## config.mk

```make
export PLATFORM = sky130hd
export DESIGN_NAME = tracking_wheel_odometry_flat
export DESIGN_NICKNAME = d
export VERILOG_FILES = /design/src/rtl/core/twodo_pkg.sv /design/src/rtl/core/twodo_if.sv /design/src/rtl/core/tracking_wheel_odometry.sv /design/src/flat_wrapper.sv
export SDC_FILE = /design/constraint.sdc
export NUM_CORES = 2
export LEC_CHECK = 0
export ABC_CLOCK_PERIOD_IN_PS = 23500
export BUFFER_PORTS_ARGS = -buffer_cell sky130_fd_sc_hd__buf_4
export CORE_MARGIN = 1
export CORE_UTILIZATION = 45
export CTS_CLUSTER_DIAMETER = 200
export DETAILED_ROUTE_END_ITERATION = 10
export GPL_ROUTABILITY_DRIVEN = 0
export PLACE_DENSITY_LB_ADDON = 0.05
export REMOVE_ABC_BUFFERS = 1
export SLEW_MARGIN = 10
export SYNTH_ARGS = -nofsm -noshare
export SYNTH_HDL_FRONTEND = slang
export SYNTH_SLANG_ARGS = --single-unit
```

## constraint.sdc

```tcl
create_clock -name clk -period 23.5 [get_ports clk]
set_input_delay 2.35 -clock clk [delete_from_list [all_inputs] [get_ports clk]]
set_output_delay 2.35 -clock clk [all_outputs]
set_load 0.02 [all_outputs]
```

## src/rtl/core/twodo_pkg.sv

```systemverilog
// Shared constants and the CORDIC angle table for the tracking wheel odometry block.
// No dependencies; every other file of the block imports this package.
`default_nettype none

package twodo_pkg;

  // Field and port widths.
  localparam int POS_W      = 32;
  localparam int CFG_IDX_W  = 2;
  localparam int CFG_DATA_W = 32;

  // Configuration register indexes.
  localparam logic [CFG_IDX_W-1:0] CFG_TILES     = 2'd0;
  localparam logic [CFG_IDX_W-1:0] CFG_START_X   = 2'd1;
  localparam logic [CFG_IDX_W-1:0] CFG_START_Y   = 2'd2;
  localparam logic [CFG_IDX_W-1:0] CFG_START_HDG = 2'd3;

  localparam logic [POS_W-1:0]        TILES_RESET     = 32'd96505476;
  localparam logic signed [POS_W-1:0] START_X_RESET   = 32'sd0;
  localparam logic signed [POS_W-1:0] START_Y_RESET   = 32'sd0;
  localparam logic signed [POS_W-1:0] START_HDG_RESET = 32'sd0;

  // CORDIC iteration count, capped by the length of the angle table.
  localparam int CORDIC_STEPS = 16;
  localparam int ATAN_LEN     = 30;
  localparam int ATAN_IDX_W   = 5;
  localparam int ATAN_W       = 23;
  localparam int ROT_STEPS    = (CORDIC_STEPS < ATAN_LEN) ? CORDIC_STEPS : ATAN_LEN;
  localparam int MOD_STEPS    = 8;
  localparam int MOD_K_W      = 3;
  localparam int CNT_W        = (ROT_STEPS > MOD_STEPS) ? $clog2(ROT_STEPS) : MOD_K_W;

  // Datapath widths.
  localparam int DELTA_W = POS_W + 1;   // wheel delta
  localparam int VEC_W   = 44;          // rotated vector, Q.24
  localparam int ANG_W   = 28;          // folded angle, 2^-17 degree
  localparam int MOD_W   = 34;          // angle during the modulo reduction
  localparam int FOLD_W  = 26;          // reduced angle, below one full turn
  localparam int MUL_A_W = 34;
  localparam int MUL_B_W = 33;
  localparam int PROD_W  = MUL_A_W + MUL_B_W;
  localparam int LOW_W   = 16;          // low part of the split scale multiply
  localparam int HIGH_W  = VEC_W - LOW_W;
  localparam int ACC_W   = 60;
  localparam int SSUM_W  = ACC_W + 1;
  localparam int SCALE_SHIFT = 20;
  localparam int RSH_W   = SSUM_W - SCALE_SHIFT;
  localparam int INC_W   = RSH_W + 1;
  localparam int SUM_W   = INC_W + 1;

  localparam int GAIN_Q30   = 652032874;
  localparam int GAIN_SHIFT = 22;
  localparam int ROUND_HALF = 2 ** (SCALE_SHIFT - 1);

  localparam int FULL_TURN    = 360 * 131072;
  localparam int HALF_TURN    = FULL_TURN / 2;
  localparam int QUARTER_TURN = FULL_TURN / 4;

  localparam logic [MOD_W-1:0] MOD_OFFSET =
    MOD_W'(64'(FULL_TURN) << (MOD_STEPS - 1));
  localparam logic signed [ANG_W-1:0] Z_FULL    = ANG_W'(FULL_TURN);
  localparam logic signed [ANG_W-1:0] Z_HALF    = ANG_W'(HALF_TURN);
  localparam logic signed [ANG_W-1:0] Z_QUARTER = ANG_W'(QUARTER_TURN);

  localparam logic signed [SUM_W-1:0] SUM_MAX = SUM_W'(64'sd2147483647);
  localparam logic signed [SUM_W-1:0] SUM_MIN = SUM_W'(-64'sd2147483648);

  // atan(2^-i) in units of 2^-17 degree.
  function automatic logic [ATAN_W-1:0] atan_deg17(input logic [ATAN_IDX_W-1:0] idx);
    logic [ATAN_W-1:0] v;
    case (idx)
      5'd0:    v = 23'd5898240;
      5'd1:    v = 23'd3481934;
      5'd2:    v = 23'd1839759;
      5'd3:    v = 23'd933890;
      5'd4:    v = 23'd468757;
      5'd5:    v = 23'd234607;
      5'd6:    v = 23'd117332;
      5'd7:    v = 23'd58670;
      5'd8:    v = 23'd29335;
      5'd9:    v = 23'd14668;
      5'd10:   v = 23'd7334;
      5'd11:   v = 23'd3667;
      5'd12:   v = 23'd1833;
      5'd13:   v = 23'd917;
      5'd14:   v = 23'd458;
      5'd15:   v = 23'd229;
      5'd16:   v = 23'd115;
      5'd17:   v = 23'd57;
      5'd18:   v = 23'd29;
      5'd19:   v = 23'd14;
      5'd20:   v = 23'd7;
      5'd21:   v = 23'd4;
      5'd22:   v = 23'd2;
      5'd23:   v = 23'd1;
      default: v = 23'd0;
    endcase
    return v;
  endfunction

endpackage

`default_nettype wire

```

## src/rtl/core/twodo_if.sv

```systemverilog
// Valid/ready stream interfaces for the odometry sample input and the pose result.
// Depends on twodo_pkg for the field widths.
`default_nettype none

interface twodo_in_if import twodo_pkg::*; ();
  logic                    valid;
  logic                    ready;
  logic signed [POS_W-1:0] forward_wheel_pos;
  logic signed [POS_W-1:0] side_wheel_pos;
  logic signed [POS_W-1:0] sensor_heading;

  modport source (output valid, output forward_wheel_pos, output side_wheel_pos,
                  output sensor_heading, input ready);
  modport sink (input valid, input forward_wheel_pos, input side_wheel_pos,
                input sensor_heading, output ready);
endinterface

interface twodo_out_if import twodo_pkg::*; ();
  logic                    valid;
  logic                    ready;
  logic signed [POS_W-1:0] pose_x;
  logic signed [POS_W-1:0] pose_y;
  logic signed [POS_W-1:0] pose_heading;
  logic                    overflowed;

  modport source (output valid, output pose_x, output pose_y, output pose_heading,
                  output overflowed, input ready);
  modport sink (input valid, input pose_x, input pose_y, input pose_heading,
                input overflowed, output ready);
endinterface

`default_nettype wire

```

## src/rtl/core/tracking_wheel_odometry.sv

```systemverilog
// Top level of the tracking wheel odometry block: sequencer, shared multiplier and CORDIC stage.
// Depends on twodo_pkg and the stream interfaces in twodo_if.sv.
`default_nettype none

// Tracks a Q16.16 pose from tracking wheel positions and an inertial heading. The first
// sample after reset only primes the stored wheel and heading values and returns the
// current pose. Every later sample rotates the wheel deltas by the midpoint heading with a
// CORDIC in degrees, scales them by tiles_per_rev and adds them to a saturating x/y pose;
// overflowed flags a saturated update. One sample is worked on at a time: a primed sample
// occupies the block from the accepting beat until it is back to ready, its work spread over
// the 8-step angle reduction, the one CORDIC shift-add stage and the one shared multiplier
// (two gain products, four scale products). A priming sample goes straight from the
// accepting beat to the done state. A finished result waits in the output register, so the
// next sample can be taken while it is unclaimed. Configuration writes belong to idle time;
// a start register write reloads that pose component at once.
module tracking_wheel_odometry import twodo_pkg::*; (
  input  logic                  clk,
  input  logic                  rst_n,
  twodo_in_if.sink              in_ch,
  twodo_out_if.source           out_ch,
  input  logic                  cfg_we,
  input  logic [CFG_IDX_W-1:0]  cfg_index,
  input  logic [CFG_DATA_W-1:0] cfg_wdata
);

  localparam logic [3:0] S_IDLE   = 4'd0;
  localparam logic [3:0] S_GAIN_F = 4'd1;
  localparam logic [3:0] S_GAIN_S = 4'd2;
  localparam logic [3:0] S_MOD    = 4'd3;
  localparam logic [3:0] S_FOLD   = 4'd4;
  localparam logic [3:0] S_ROT    = 4'd5;
  localparam logic [3:0] S_SCALE  = 4'd6;
  localparam logic [3:0] S_SUM    = 4'd7;
  localparam logic [3:0] S_DONE   = 4'd8;

  logic [3:0]                state_r, state_nxt;
  logic [CNT_W-1:0]          cnt_r, cnt_nxt;
  logic                      primed_r, primed_nxt;
  logic signed [POS_W-1:0]   prev_f_r, prev_f_nxt;
  logic signed [POS_W-1:0]   prev_s_r, prev_s_nxt;
  logic signed [POS_W-1:0]   prev_h_r, prev_h_nxt;
  logic [POS_W-1:0]          tiles_r, tiles_nxt;
  logic signed [POS_W-1:0]   pos_x_r, pos_x_nxt;
  logic signed [POS_W-1:0]   pos_y_r, pos_y_nxt;
  logic signed [POS_W-1:0]   head_r, head_nxt;
  logic                      ovf_r, ovf_nxt;
  logic signed [DELTA_W-1:0] d_f_r, d_f_nxt;
  logic signed [DELTA_W-1:0] d_s_r, d_s_nxt;
  logic [MOD_W-1:0]          zacc_r, zacc_nxt;
  logic signed [ANG_W-1:0]   z_r, z_nxt;
  logic signed [VEC_W-1:0]   cx_r, cx_nxt;
  logic signed [VEC_W-1:0]   cy_r, cy_nxt;
  logic [ACC_W-1:0]          acc_r, acc_nxt;
  logic signed [INC_W-1:0]   inc_x_r, inc_x_nxt;
  logic signed [INC_W-1:0]   inc_y_r, inc_y_nxt;
  logic                      out_valid_r, out_valid_nxt;
  logic signed [POS_W-1:0]   out_x_r, out_x_nxt;
  logic signed [POS_W-1:0]   out_y_r, out_y_nxt;
  logic signed [POS_W-1:0]   out_h_r, out_h_nxt;
  logic                      out_ovf_r, out_ovf_nxt;

  logic                      in_acc;
  logic [MUL_A_W-1:0]        mul_a;
  logic [MUL_B_W-1:0]        mul_b;
  logic signed [PROD_W-1:0]  prod;
  logic signed [VEC_W-1:0]   sel_v;
  logic [VEC_W-1:0]          mag;
  logic [SSUM_W-1:0]         ssum;
  logic [RSH_W-1:0]          rsh;
  logic signed [INC_W-1:0]   inc;
  logic signed [VEC_W-1:0]   sx;
  logic signed [VEC_W-1:0]   sy;
  logic signed [ANG_W-1:0]   atan_v;
  logic [MOD_K_W-1:0]        mod_k;
  logic [MOD_W-1:0]          mod_sub;
  logic signed [ANG_W-1:0]   zc;
  logic signed [DELTA_W-1:0] zsum;
  logic signed [SUM_W-1:0]   sum_x;
  logic signed [SUM_W-1:0]   sum_y;

  assign in_ch.ready         = (state_r == S_IDLE);
  assign in_acc              = in_ch.valid && in_ch.ready;
  assign out_ch.valid        = out_valid_r;
  assign out_ch.pose_x       = out_x_r;
  assign out_ch.pose_y       = out_y_r;
  assign out_ch.pose_heading = out_h_r;
  assign out_ch.overflowed   = out_ovf_r;

  // Shared multiplier: wheel delta times the CORDIC gain compensation, or one half of the
  // split magnitude times tiles_per_rev (high part first, then low part).
  assign sel_v = cnt_r[1] ? cx_r : cy_r;
  assign mag   = sel_v[VEC_W-1] ? VEC_W'(-sel_v) : VEC_W'(sel_v);

  always_comb begin
    mul_a = '0;
    mul_b = MUL_B_W'({1'b0, tiles_r});
    case (state_r)
      S_GAIN_F: begin
        mul_a = MUL_A_W'(d_f_r);
        mul_b = MUL_B_W'(GAIN_Q30);
      end
      S_GAIN_S: begin
        mul_a = MUL_A_W'(d_s_r);
        mul_b = MUL_B_W'(GAIN_Q30);
      end
      S_SCALE: begin
        if (cnt_r[0]) begin
          mul_a = MUL_A_W'(mag[LOW_W-1:0]);
        end else begin
          mul_a = MUL_A_W'(mag[VEC_W-1:LOW_W]);
        end
      end
      default: mul_a = '0;
    endcase
  end

  assign prod = $signed(mul_a) * $signed(mul_b);

  // Rounded increment from the stored high product and the current low product.
  assign ssum = SSUM_W'(acc_r) + SSUM_W'(ROUND_HALF) + SSUM_W'(prod[LOW_W+POS_W-1:LOW_W]);
  assign rsh  = ssum[SSUM_W-1:SCALE_SHIFT];
  assign inc  = sel_v[VEC_W-1] ? -$signed({1'b0, rsh}) : $signed({1'b0, rsh});

  // CORDIC stage and the angle reduction step.
  assign sx      = cx_r >>> cnt_r;
  assign sy      = cy_r >>> cnt_r;
  assign atan_v  = $signed(ANG_W'(atan_deg17(ATAN_IDX_W'(cnt_r))));
  assign mod_k   = MOD_K_W'(MOD_STEPS - 1) - cnt_r[MOD_K_W-1:0];
  assign mod_sub = MOD_W'(FULL_TURN) << mod_k;
  assign zsum    = $signed({prev_h_r[POS_W-1], prev_h_r})
                 + $signed({in_ch.sensor_heading[POS_W-1], in_ch.sensor_heading});

  assign sum_x = SUM_W'(pos_x_r) + SUM_W'(inc_x_r);
  assign sum_y = SUM_W'(pos_y_r) + SUM_W'(inc_y_r);

  always_comb begin
    state_nxt     = state_r;
    cnt_nxt       = cnt_r;
    primed_nxt    = primed_r;
    prev_f_nxt    = prev_f_r;
    prev_s_nxt    = prev_s_r;
    prev_h_nxt    = prev_h_r;
    tiles_nxt     = tiles_r;
    pos_x_nxt     = pos_x_r;
    pos_y_nxt     = pos_y_r;
    head_nxt      = head_r;
    ovf_nxt       = ovf_r;
    d_f_nxt       = d_f_r;
    d_s_nxt       = d_s_r;
    zacc_nxt      = zacc_r;
    z_nxt         = z_r;
    cx_nxt        = cx_r;
    cy_nxt        = cy_r;
    acc_nxt       = acc_r;
    inc_x_nxt     = inc_x_r;
    inc_y_nxt     = inc_y_r;
    out_valid_nxt = out_valid_r;
    out_x_nxt     = out_x_r;
    out_y_nxt     = out_y_r;
    out_h_nxt     = out_h_r;
    out_ovf_nxt   = out_ovf_r;
    zc            = '0;

    if (out_valid_r && out_ch.ready) begin
      out_valid_nxt = 1'b0;
    end

    case (state_r)
      S_IDLE: begin
        if (in_acc) begin
          d_f_nxt = $signed({in_ch.forward_wheel_pos[POS_W-1], in_ch.forward_wheel_pos})
                  - $signed({prev_f_r[POS_W-1], prev_f_r});
          d_s_nxt = $signed({in_ch.side_wheel_pos[POS_W-1], in_ch.side_wheel_pos})
                  - $signed({prev_s_r[POS_W-1], prev_s_r});
          // A whole number of turns is added so that the reduction works on a positive value.
          zacc_nxt   = MOD_W'(zsum) + MOD_OFFSET;
          prev_f_nxt = in_ch.forward_wheel_pos;
          prev_s_nxt = in_ch.side_wheel_pos;
          prev_h_nxt = in_ch.sensor_heading;
          primed_nxt = 1'b1;
          ovf_nxt    = 1'b0;
          cnt_nxt    = '0;
          state_nxt  = primed_r ? S_GAIN_F : S_DONE;
        end
      end
      S_GAIN_F: begin
        cx_nxt    = VEC_W'(prod >>> GAIN_SHIFT);
        state_nxt = S_GAIN_S;
      end
      S_GAIN_S: begin
        cy_nxt    = VEC_W'(prod >>> GAIN_SHIFT);
        state_nxt = S_MOD;
      end
      S_MOD: begin
        if (zacc_r >= mod_sub) begin
          zacc_nxt = zacc_r - mod_sub;
        end
        cnt_nxt = CNT_W'(cnt_r + 1'b1);
        if (cnt_r == CNT_W'(MOD_STEPS - 1)) begin
          cnt_nxt   = '0;
          state_nxt = S_FOLD;
        end
      end
      S_FOLD: begin
        // Center the angle on zero, then fold the outer half-plane in by a half turn.
        zc = $signed(ANG_W'(zacc_r[FOLD_W-1:0]));
        if (zc >= Z_HALF) begin
          zc = zc - Z_FULL;
        end
        z_nxt = zc;
        if (zc > Z_QUARTER) begin
          cx_nxt = -cx_r;
          cy_nxt = -cy_r;
          z_nxt  = zc - Z_HALF;
        end else if (zc < -Z_QUARTER) begin
          cx_nxt = -cx_r;
          cy_nxt = -cy_r;
          z_nxt  = zc + Z_HALF;
        end
        state_nxt = S_ROT;
      end
      S_ROT: begin
        if (!z_r[ANG_W-1]) begin
          cx_nxt = cx_r - sy;
          cy_nxt = cy_r + sx;
          z_nxt  = z_r - atan_v;
        end else begin
          cx_nxt = cx_r + sy;
          cy_nxt = cy_r - sx;
          z_nxt  = z_r + atan_v;
        end
        cnt_nxt = CNT_W'(cnt_r + 1'b1);
        if (cnt_r == CNT_W'(ROT_STEPS - 1)) begin
          cnt_nxt   = '0;
          state_nxt = S_SCALE;
        end
      end
      S_SCALE: begin
        // The rotated side component moves x, the rotated forward component moves y.
        if (!cnt_r[0]) begin
          acc_nxt = prod[ACC_W-1:0];
        end else if (cnt_r[1]) begin
          inc_y_nxt = inc;
        end else begin
          inc_x_nxt = inc;
        end
        cnt_nxt = CNT_W'(cnt_r + 1'b1);
        if (cnt_r == CNT_W'(3)) begin
          cnt_nxt   = '0;
          state_nxt = S_SUM;
        end
      end
      S_SUM: begin
        pos_x_nxt = POS_W'(sum_x);
        pos_y_nxt = POS_W'(sum_y);
        if (sum_x > SUM_MAX) begin
          pos_x_nxt = POS_W'(SUM_MAX);
          ovf_nxt   = 1'b1;
        end else if (sum_x < SUM_MIN) begin
          pos_x_nxt = POS_W'(SUM_MIN);
          ovf_nxt   = 1'b1;
        end
        if (sum_y > SUM_MAX) begin
          pos_y_nxt = POS_W'(SUM_MAX);
          ovf_nxt   = 1'b1;
        end else if (sum_y < SUM_MIN) begin
          pos_y_nxt = POS_W'(SUM_MIN);
          ovf_nxt   = 1'b1;
        end
        head_nxt  = prev_h_r;
        state_nxt = S_DONE;
      end
      S_DONE: begin
        if (!out_valid_r || out_ch.ready) begin
          out_valid_nxt = 1'b1;
          out_x_nxt     = pos_x_r;
          out_y_nxt     = pos_y_r;
          out_h_nxt     = head_r;
          out_ovf_nxt   = ovf_r;
          state_nxt     = S_IDLE;
        end
      end
      default: state_nxt = S_IDLE;
    endcase

    if (cfg_we) begin
      case (cfg_index)
        CFG_TILES:     tiles_nxt = cfg_wdata;
        CFG_START_X:   pos_x_nxt = $signed(cfg_wdata);
        CFG_START_Y:   pos_y_nxt = $signed(cfg_wdata);
        CFG_START_HDG: head_nxt  = $signed(cfg_wdata);
        default:       tiles_nxt = tiles_r;
      endcase
    end
  end

  always_ff @(posedge clk) begin
    if (!rst_n) begin
      state_r     <= S_IDLE;
      cnt_r       <= '0;
      primed_r    <= 1'b0;
      prev_f_r    <= '0;
      prev_s_r    <= '0;
      prev_h_r    <= '0;
      tiles_r     <= TILES_RESET;
      pos_x_r     <= START_X_RESET;
      pos_y_r     <= START_Y_RESET;
      head_r      <= START_HDG_RESET;
      ovf_r       <= 1'b0;
      out_valid_r <= 1'b0;
    end else begin
      state_r     <= state_nxt;
      cnt_r       <= cnt_nxt;
      primed_r    <= primed_nxt;
      prev_f_r    <= prev_f_nxt;
      prev_s_r    <= prev_s_nxt;
      prev_h_r    <= prev_h_nxt;
      tiles_r     <= tiles_nxt;
      pos_x_r     <= pos_x_nxt;
      pos_y_r     <= pos_y_nxt;
      head_r      <= head_nxt;
      ovf_r       <= ovf_nxt;
      out_valid_r <= out_valid_nxt;
    end
  end

  always_ff @(posedge clk) begin
    d_f_r     <= d_f_nxt;
    d_s_r     <= d_s_nxt;
    zacc_r    <= zacc_nxt;
    z_r       <= z_nxt;
    cx_r      <= cx_nxt;
    cy_r      <= cy_nxt;
    acc_r     <= acc_nxt;
    inc_x_r   <= inc_x_nxt;
    inc_y_r   <= inc_y_nxt;
    out_x_r   <= out_x_nxt;
    out_y_r   <= out_y_nxt;
    out_h_r   <= out_h_nxt;
    out_ovf_r <= out_ovf_nxt;
  end

endmodule

`default_nettype wire

```

## src/flat_wrapper.sv

```systemverilog
// flat-port wrapper written by rule: the top's interface ports become plain ports
module tracking_wheel_odometry_flat import twodo_pkg::*;
  (clk, rst_n, cfg_we, cfg_index, cfg_wdata, in_ch_valid, in_ch_forward_wheel_pos, in_ch_side_wheel_pos, in_ch_sensor_heading, in_ch_ready, out_ch_valid, out_ch_pose_x, out_ch_pose_y, out_ch_pose_heading, out_ch_overflowed, out_ch_ready);
  twodo_in_if in_ch_i ();
  twodo_out_if out_ch_i ();
  input  logic clk;
  input  logic rst_n;
  input  logic cfg_we;
  input  logic [CFG_IDX_W-1:0] cfg_index;
  input  logic [CFG_DATA_W-1:0] cfg_wdata;
  input wire logic [$bits(in_ch_i.valid)-1:0] in_ch_valid;
  input wire logic [$bits(in_ch_i.forward_wheel_pos)-1:0] in_ch_forward_wheel_pos;
  input wire logic [$bits(in_ch_i.side_wheel_pos)-1:0] in_ch_side_wheel_pos;
  input wire logic [$bits(in_ch_i.sensor_heading)-1:0] in_ch_sensor_heading;
  output wire logic [$bits(in_ch_i.ready)-1:0] in_ch_ready;
  output wire logic [$bits(out_ch_i.valid)-1:0] out_ch_valid;
  output wire logic [$bits(out_ch_i.pose_x)-1:0] out_ch_pose_x;
  output wire logic [$bits(out_ch_i.pose_y)-1:0] out_ch_pose_y;
  output wire logic [$bits(out_ch_i.pose_heading)-1:0] out_ch_pose_heading;
  output wire logic [$bits(out_ch_i.overflowed)-1:0] out_ch_overflowed;
  input wire logic [$bits(out_ch_i.ready)-1:0] out_ch_ready;
  assign in_ch_i.valid = in_ch_valid;
  assign in_ch_i.forward_wheel_pos = in_ch_forward_wheel_pos;
  assign in_ch_i.side_wheel_pos = in_ch_side_wheel_pos;
  assign in_ch_i.sensor_heading = in_ch_sensor_heading;
  assign in_ch_ready = in_ch_i.ready;
  assign out_ch_valid = out_ch_i.valid;
  assign out_ch_pose_x = out_ch_i.pose_x;
  assign out_ch_pose_y = out_ch_i.pose_y;
  assign out_ch_pose_heading = out_ch_i.pose_heading;
  assign out_ch_overflowed = out_ch_i.overflowed;
  assign out_ch_i.ready = out_ch_ready;
  tracking_wheel_odometry u_core (.clk(clk), .rst_n(rst_n), .in_ch(in_ch_i), .out_ch(out_ch_i), .cfg_we(cfg_we), .cfg_index(cfg_index), .cfg_wdata(cfg_wdata));
endmodule
```

-- Word-level counts from Yosys, hierarchy flattened
Memories as Yosys holds them, arrays and structs flattened. A register that Yosys moved wholly into a read port is not among the register bits.
Index checks and enable logic that the tools add are counted.
- shift-type cells: 3
- $mul: 1
- bitwise gates (word level): 2
- equality and inequality tests: 22
- multiplexer cells: 59
- add/subtract/negate cells: 24
- reductions and logical operators: 25
- $lt $le $gt $ge: 8
- operator list (operator ; count):
    two-way mux 32 bit ; 14
    two-way mux 44 bit ; 8
    case mux 44 bit (3 select lines) ; 2
    two-way mux 28 bit ; 6
    negation 44 bit ; 3
    case mux 34 bit (3 select lines) ; 1
    adder 44 bit ; 2
    >>> shifter 44 x 4 -> 44 bit ; 2
    subtractor 44 bit ; 2
    adder 32 x 42 -> 43 bit ; 2
    > comparator 43 x 32 -> 1 bit, second input constant ; 2
    less-than comparator 43 x 32 -> 1 bit, second input constant ; 2
    two-way mux 34 bit ; 2
    case mux 34 bit (2 select lines) ; 1
    multiplier 34 x 33 -> 66 bit ; 1
    subtractor 32 x 32 -> 33 bit ; 2
    adder 60 x 20 -> 61 bit, second input constant ; 1
    adder 61 x 32 -> 61 bit ; 1
    case mux 28 bit (2 select lines) ; 1
    two-way mux 4 bit ; 12
    two-way mux 42 bit ; 1
    negation 41 -> 42 bit ; 1
    case mux 4 bit (9 select lines) ; 1
    adder 34 x 33 -> 34 bit, second input constant ; 1
    40 further kinds ; 73
- register bits after elaboration: 692
- logic and storage cells: 170
- memories: 1
- output and inout bits: 99
- ROM bits: 368
- memory list (memory ; depth ; width ; read ports ; clocked after Yosys merged registers in ; write ports ; line ; text):
    (name not given) ; 16 ; 23 ; 1 ; 1 ; 0 ; twodo_pkg.sv:71 ; case (idx)

-- Longest topological paths before layout
- depth after elaboration: 9
- gate-level depth with buffers: 70

-- Worst setup path after synthesis
Ideal clock, no wire load.
- path type: reg2reg
- start: register u_core.cnt_r[1]
- end: register u_core.inc_x_r[31], data pin
- cell stages (with the launch flop): 64
- slack: 8.120 ns
- clock period less this slack: 15.380 ns
- arrival: 15.112 ns
- buffers on the path: 10
- path through: dfxtp_1 buf_2 buf_2 buf_2 buf_2 buf_2 buf_2 buf_2 buf_2 mux2i_1 ha_1 o221ai_1 nor2_1 nand2_1 nor3_1 and4_1 and3_1 a21oi_1 [28 not listed] xnor2_1 inv_1 ha_1 ha_1 clkbuf_1 inv_1 nor2_1 nand3_1 a31oi_1 a2111oi_1 and3_1 nor3_1 nor4_1 and4_2 nand3_2 or3_1 o311ai_1 xnor2_1
- word-level cells in the longest chain between the ends: 9
- ends and longest elaborated chain (element ; line ; text):
    from (decl) ; tracking_wheel_odometry.sv:37 ; logic [CNT_W-1:0] cnt_r, cnt_nxt;
    from (signal assigned) ; tracking_wheel_odometry.sv:313 ; cnt_r <= cnt_nxt;
    two-way mux 44 bit * ; tracking_wheel_odometry.sv:91 ; assign sel_v = cnt_r[1] ? cx_r : cy_r;
    negation 44 bit ; tracking_wheel_odometry.sv:92 ; assign mag = sel_v[VEC_W-1] ? VEC_W'(-sel_v) : VEC_W'(sel_v);
    two-way mux 44 bit * ; tracking_wheel_odometry.sv:92 ;
    two-way mux 28 bit * ; tracking_wheel_odometry.sv:107 ; if (cnt_r[0]) begin
    case mux 34 bit (3 select lines) * ; tracking_wheel_odometry.sv:97 ; case (state_r)
    multiplier 34 x 33 -> 66 bit * ; tracking_wheel_odometry.sv:117 ; assign prod = $signed(mul_a) * $signed(mul_b);
    net u_core.prod[37] ; tracking_wheel_odometry.sv:65 ; logic signed [PROD_W-1:0] prod;
    adder 61 x 32 -> 61 bit * ; tracking_wheel_odometry.sv:120 ; assign ssum = SSUM_W'(acc_r) + SSUM_W'(ROUND_HALF) + SSUM_W'(prod[LOW_W+POS_W-1:LOW_W]);
    negation 41 -> 42 bit ; tracking_wheel_odometry.sv:122 ; assign inc = sel_v[VEC_W-1] ? -$signed({1'b0, rsh}) : $signed({1'b0, rsh});
    two-way mux 42 bit * ; tracking_wheel_odometry.sv:122 ;
    net u_core.inc[31] ; tracking_wheel_odometry.sv:70 ; logic signed [INC_W-1:0] inc;
    to (signal assigned) ; tracking_wheel_odometry.sv:335 ; inc_x_r <= inc_x_nxt;
    to (decl) ; tracking_wheel_odometry.sv:54 ; logic signed [INC_W-1:0] inc_x_r, inc_x_nxt;
Mark *: on every way through the listed nets, which the timed path passes. The rest lies on a longest branch.
A chain may end at the register's enable or synchronous reset.

-- Worst setup path in the final report
- start: register u_core.cnt_r[1]
- end: register u_core.inc_y_r[39], data pin
- word-level cells in the longest chain between the ends: 9
- ends and longest elaborated chain (element ; line ; text):
    two-way mux 44 bit * ; tracking_wheel_odometry.sv:91 ;
    negation 44 bit ; tracking_wheel_odometry.sv:92 ;
    two-way mux 44 bit * ; tracking_wheel_odometry.sv:92 ;
    two-way mux 28 bit * ; tracking_wheel_odometry.sv:107 ;
    case mux 34 bit (3 select lines) * ; tracking_wheel_odometry.sv:97 ;
    multiplier 34 x 33 -> 66 bit * ; tracking_wheel_odometry.sv:117 ;
    net u_core.prod[37] ; tracking_wheel_odometry.sv:65 ;
    adder 61 x 32 -> 61 bit * ; tracking_wheel_odometry.sv:120 ;
    negation 41 -> 42 bit ; tracking_wheel_odometry.sv:122 ;
    two-way mux 42 bit * ; tracking_wheel_odometry.sv:122 ;
    net u_core.inc[39] ; tracking_wheel_odometry.sv:70 ;
    to (signal assigned) ; tracking_wheel_odometry.sv:336 ; inc_y_r <= inc_y_nxt;
    to (decl) ; tracking_wheel_odometry.sv:55 ; logic signed [INC_W-1:0] inc_y_r, inc_y_nxt;
Marks and branches as above.

==> results.yml <==
run_status:
  run_status: "finished, final reports clean"
placed_design:
  dp.final_hpwl_microns: 265700
  port-buffer-count: 233
floorplan:
  floorplan.io_pins: 234
  die_height_microns: 455.6
  fp.dieW_microns: 455.6
  initial_utilization: 0.4525
  coreArea_sq_um: 204600
  fp-row-count: 166
  die_area_sq_um: 207500
synthesis:
  proportion_of_synthesized_chip_area_in_sequential_cells: 0.2040
  yosys_register_bits: 715
  synth-edff-count: 457
  synth.avg_cell_area_sq_um: 8.824
  synth-async-reset-ratio: 0
  synth.lib_cells_used.distinct: 114
  cell_count_after_synthesis: 10490
  synth_ff_type: "sky130_fd_sc_hd__edfxtp_1"
  ys_warn_count: 0
  netlist_area_sq_um: 92570
clock_network:
  tritoncts.num_buffers: 84
  postCtsSetupBuffers: 0
  ctsHoldBuffers: 0
  clockBufferDepth: 3
  tritoncts: "built"
  clock_tree.root_cell: "sky130_fd_sc_hd__clkbuf_16"
  htreeDepth: 3
  post_cts_resize_count: 0
  insertion_delay_ns: 0.73
  clkTransAtPathRegs_ns: 0.06
  cts_num_sinks: 715
global_route:
  grt_use_total: 0.3246
  first_global_vias: 76730
  global_route.overflow_total: 0
  grt_max_degree: 138
  grt_antenna_before_repair: 13
  grt_first_pass_wirelength_microns: 504300
worst_setup_path:
  critical_path_class: "register to register"
  setup.worst_path.end_class: "register"
  critPathMaxStageDelay_ns: 0.97
  setup.worst_path.start_class: "register"
  critPathMostFrequentCell: "sky130_fd_sc_hd__inv_1"
  critPathSlowestCell: "sky130_fd_sc_hd__a2111oi_1"
  crit_arrival_ns: 17.68
  critical_path.max_fanout: 32
  endpoint_required_time_on_the_critical_path_ns: 23.95
sta:
  fmax_mhz: 58.05
  fin_crit_ns: 17.23
  layout_worst_path_cycle_share: 0.7330
  slew_headroom: 0.1573
  fin_tns_setup_ns: 0
  report.final.setup_viol: 0
  grt_setup_unrepaired: "false"
  finalClockSkew_ns: 0.06605
  hold_violations: 0
  least_margin_pin_slew_ns: 1.264
  slew_violations: 0
flow_run:
  maxCapViolations: 0
routing:
  wirelength_microns: 339300
  drtIter0Drc: 7775
  vias_per_cell: 5.867
  via_count: 78040
  remaining_antenna_violation_count_after_routing: 0
  drc: 0
  drt_pass1_iterations: 8
  routedWlPerCell_microns: 25.51
hold_path:
  holdCritPathClass: "register to register"
cells_and_area:
  share_of_post_route_cells_with_drive_strength_above_1: 0.07890
  number_of_nets_in_the_layout: 12380
  areaGrowthSynthToFinish_pct: 8.432
==> cells in the final DEF, fill, tap and decap left out, drive strengths merged, types with 258 or more instances in the layout <==
master  synthesis  layout
a21oi         697     697
buf            84     403
dfxtp         258     258
edfxtp        457     457
fa           1119    1119
ha            587     587
inv          1447    1454
nand2        1034    1034
nor2         1168    1168
o21ai         423     423
xnor2         352     352
==> worst max-delay path, delay by kind of cell (launching register included) <==
| kind | cells | cell delay (ns) |
|---|---|---|
| xor+xnor | 3 | 0.77 |
| flops | 1 | 0.62 |
| compound gates | 19 | 5.62 |
| buf+inv | 11 | 1.45 |
| simple gates | 13 | 3.75 |
| fa+ha+maj | 11 | 4.64 |
==> metal layers <==
| layer | vias to the layer above | GRT usage | share of wire |
|---|---|---|---|
| li1 | 35080 | - | - |
| met1 | 39000 | 0.4378 | 0.42 |
| met2 | 3316 | 0.5059 | 0.45 |
| met3 | 639 | 0.04792 | 0.073 |
| met4 | 6 | 0.1688 | 0.062 |
| met5 | - | 0 | 0.00014 |
==> path summary, 6_finish.rpt <==
kind | to | cells after the start | start | slack, ns
setup / recovery | u_core.inc_y_r[39]$_DFFE_PP_ | 57 | u_core.cnt_r[1]$_SDFFE_PN0P_ | 6.27
hold / removal | u_core.out_ch.pose_heading[17]$_DFFE_PP_ | 0 | u_core.head_r[17]$_SDFF_PN0_ | 0.43
setup reg to reg | u_core.inc_y_r[39]$_DFFE_PP_ | 57 | u_core.cnt_r[1]$_SDFFE_PN0P_ | 6.27
hold reg to reg | u_core.out_ch.pose_heading[17]$_DFFE_PP_ | 0 | u_core.head_r[17]$_SDFF_PN0_ | 0.43
==> metrics by stage <==
stage	hold WS (ns)	worst slack, ns	instance area, sq um	cells	util
6_report	0.4282	6.274	100400	13300	0.4906
4_1_cts	0.4300	6.399	100400	13300	0.4906
2_1_floorplan	0.4081	1.886	90800	10050	-
3_5_place_dp	0.4156	6.469	97430	13140	0.4763
5_1_grt	0.4463	5.115	100400	13300	0.4906
3_3_place_gp	0.4140	6.753	97430	13140	0.4763
==> flip-flops by register name, summed over array words and instances, names as in the netlist, 33 cells and up <==
name            count
u_core.inc_x_r     42
u_core.acc_r       60
u_core.d_s_r       33
u_core.cy_r        44
u_core.cx_r        44
u_core.d_f_r       33
u_core.inc_y_r     42
u_core.zacc_r      34
==> area by class of cell <==
| class | instances | area [sq um] |
|---|---|---|
| Fill cell | 19550 | 104200 |
| Multi-Input combinational cell | 7883 | 66670 |
| Sequential cell | 715 | 18900 |
| Inverter | 1449 | 5453 |
| Tap cell | 2688 | 3363 |
| Timing Repair Buffer | 403 | 3050 |
| Clock buffer | 99 | 2198 |
| Clock inverter | 59 | 729.5 |
| Antenna cell | 4 | 10.01 |
==> cells in the mapped netlist (100+ instances only) <==
cell type | number | share of area
sky130_fd_sc_hd__nand2b_1 | 146 | 0.0099
sky130_fd_sc_hd__o21ai_0 | 416 | 0.022
sky130_fd_sc_hd__fa_1 | 1119 | 0.24
sky130_fd_sc_hd__xnor2_1 | 352 | 0.033
sky130_fd_sc_hd__clkbuf_1 | 443 | 0.018
sky130_fd_sc_hd__o21a_1 | 108 | 0.0088
sky130_fd_sc_hd__mux2i_1 | 108 | 0.012
sky130_fd_sc_hd__nand2_1 | 1034 | 0.042
sky130_fd_sc_hd__nand3_1 | 141 | 0.0076
sky130_fd_sc_hd__a21oi_1 | 695 | 0.038
sky130_fd_sc_hd__a22oi_1 | 101 | 0.0082
sky130_fd_sc_hd__xor2_1 | 227 | 0.021
sky130_fd_sc_hd__a21o_1 | 210 | 0.017
sky130_fd_sc_hd__nor3_1 | 144 | 0.0078
sky130_fd_sc_hd__mux4_2 | 100 | 0.024
sky130_fd_sc_hd__nor2_1 | 1166 | 0.047
sky130_fd_sc_hd__inv_1 | 1445 | 0.059
sky130_fd_sc_hd__dfxtp_1 | 258 | 0.056
sky130_fd_sc_hd__ha_1 | 587 | 0.079
sky130_fd_sc_hd__edfxtp_1 | 457 | 0.15
==> cell families after synthesis <==
| logic type | after synthesis | synth area share |
|---|---|---|
| AND/OR/NAND/NOR | 3129 | 0.1506 |
| XOR/XNOR | 579 | 0.05478 |
| flip-flops | 715 | 0.2040 |
| AO/OA/AOI/OAI | 2137 | 0.1473 |
| adder cells (fa/ha/maj) | 1706 | 0.3213 |
| other | 2 | 0.00008113 |
| multiplexers | 245 | 0.04051 |
| buffers and inverters | 1978 | 0.08131 |
Power is left out: the tool's default activity adds up to more than one toggle a clock period on the data nets, which glitch-free logic cannot reach.
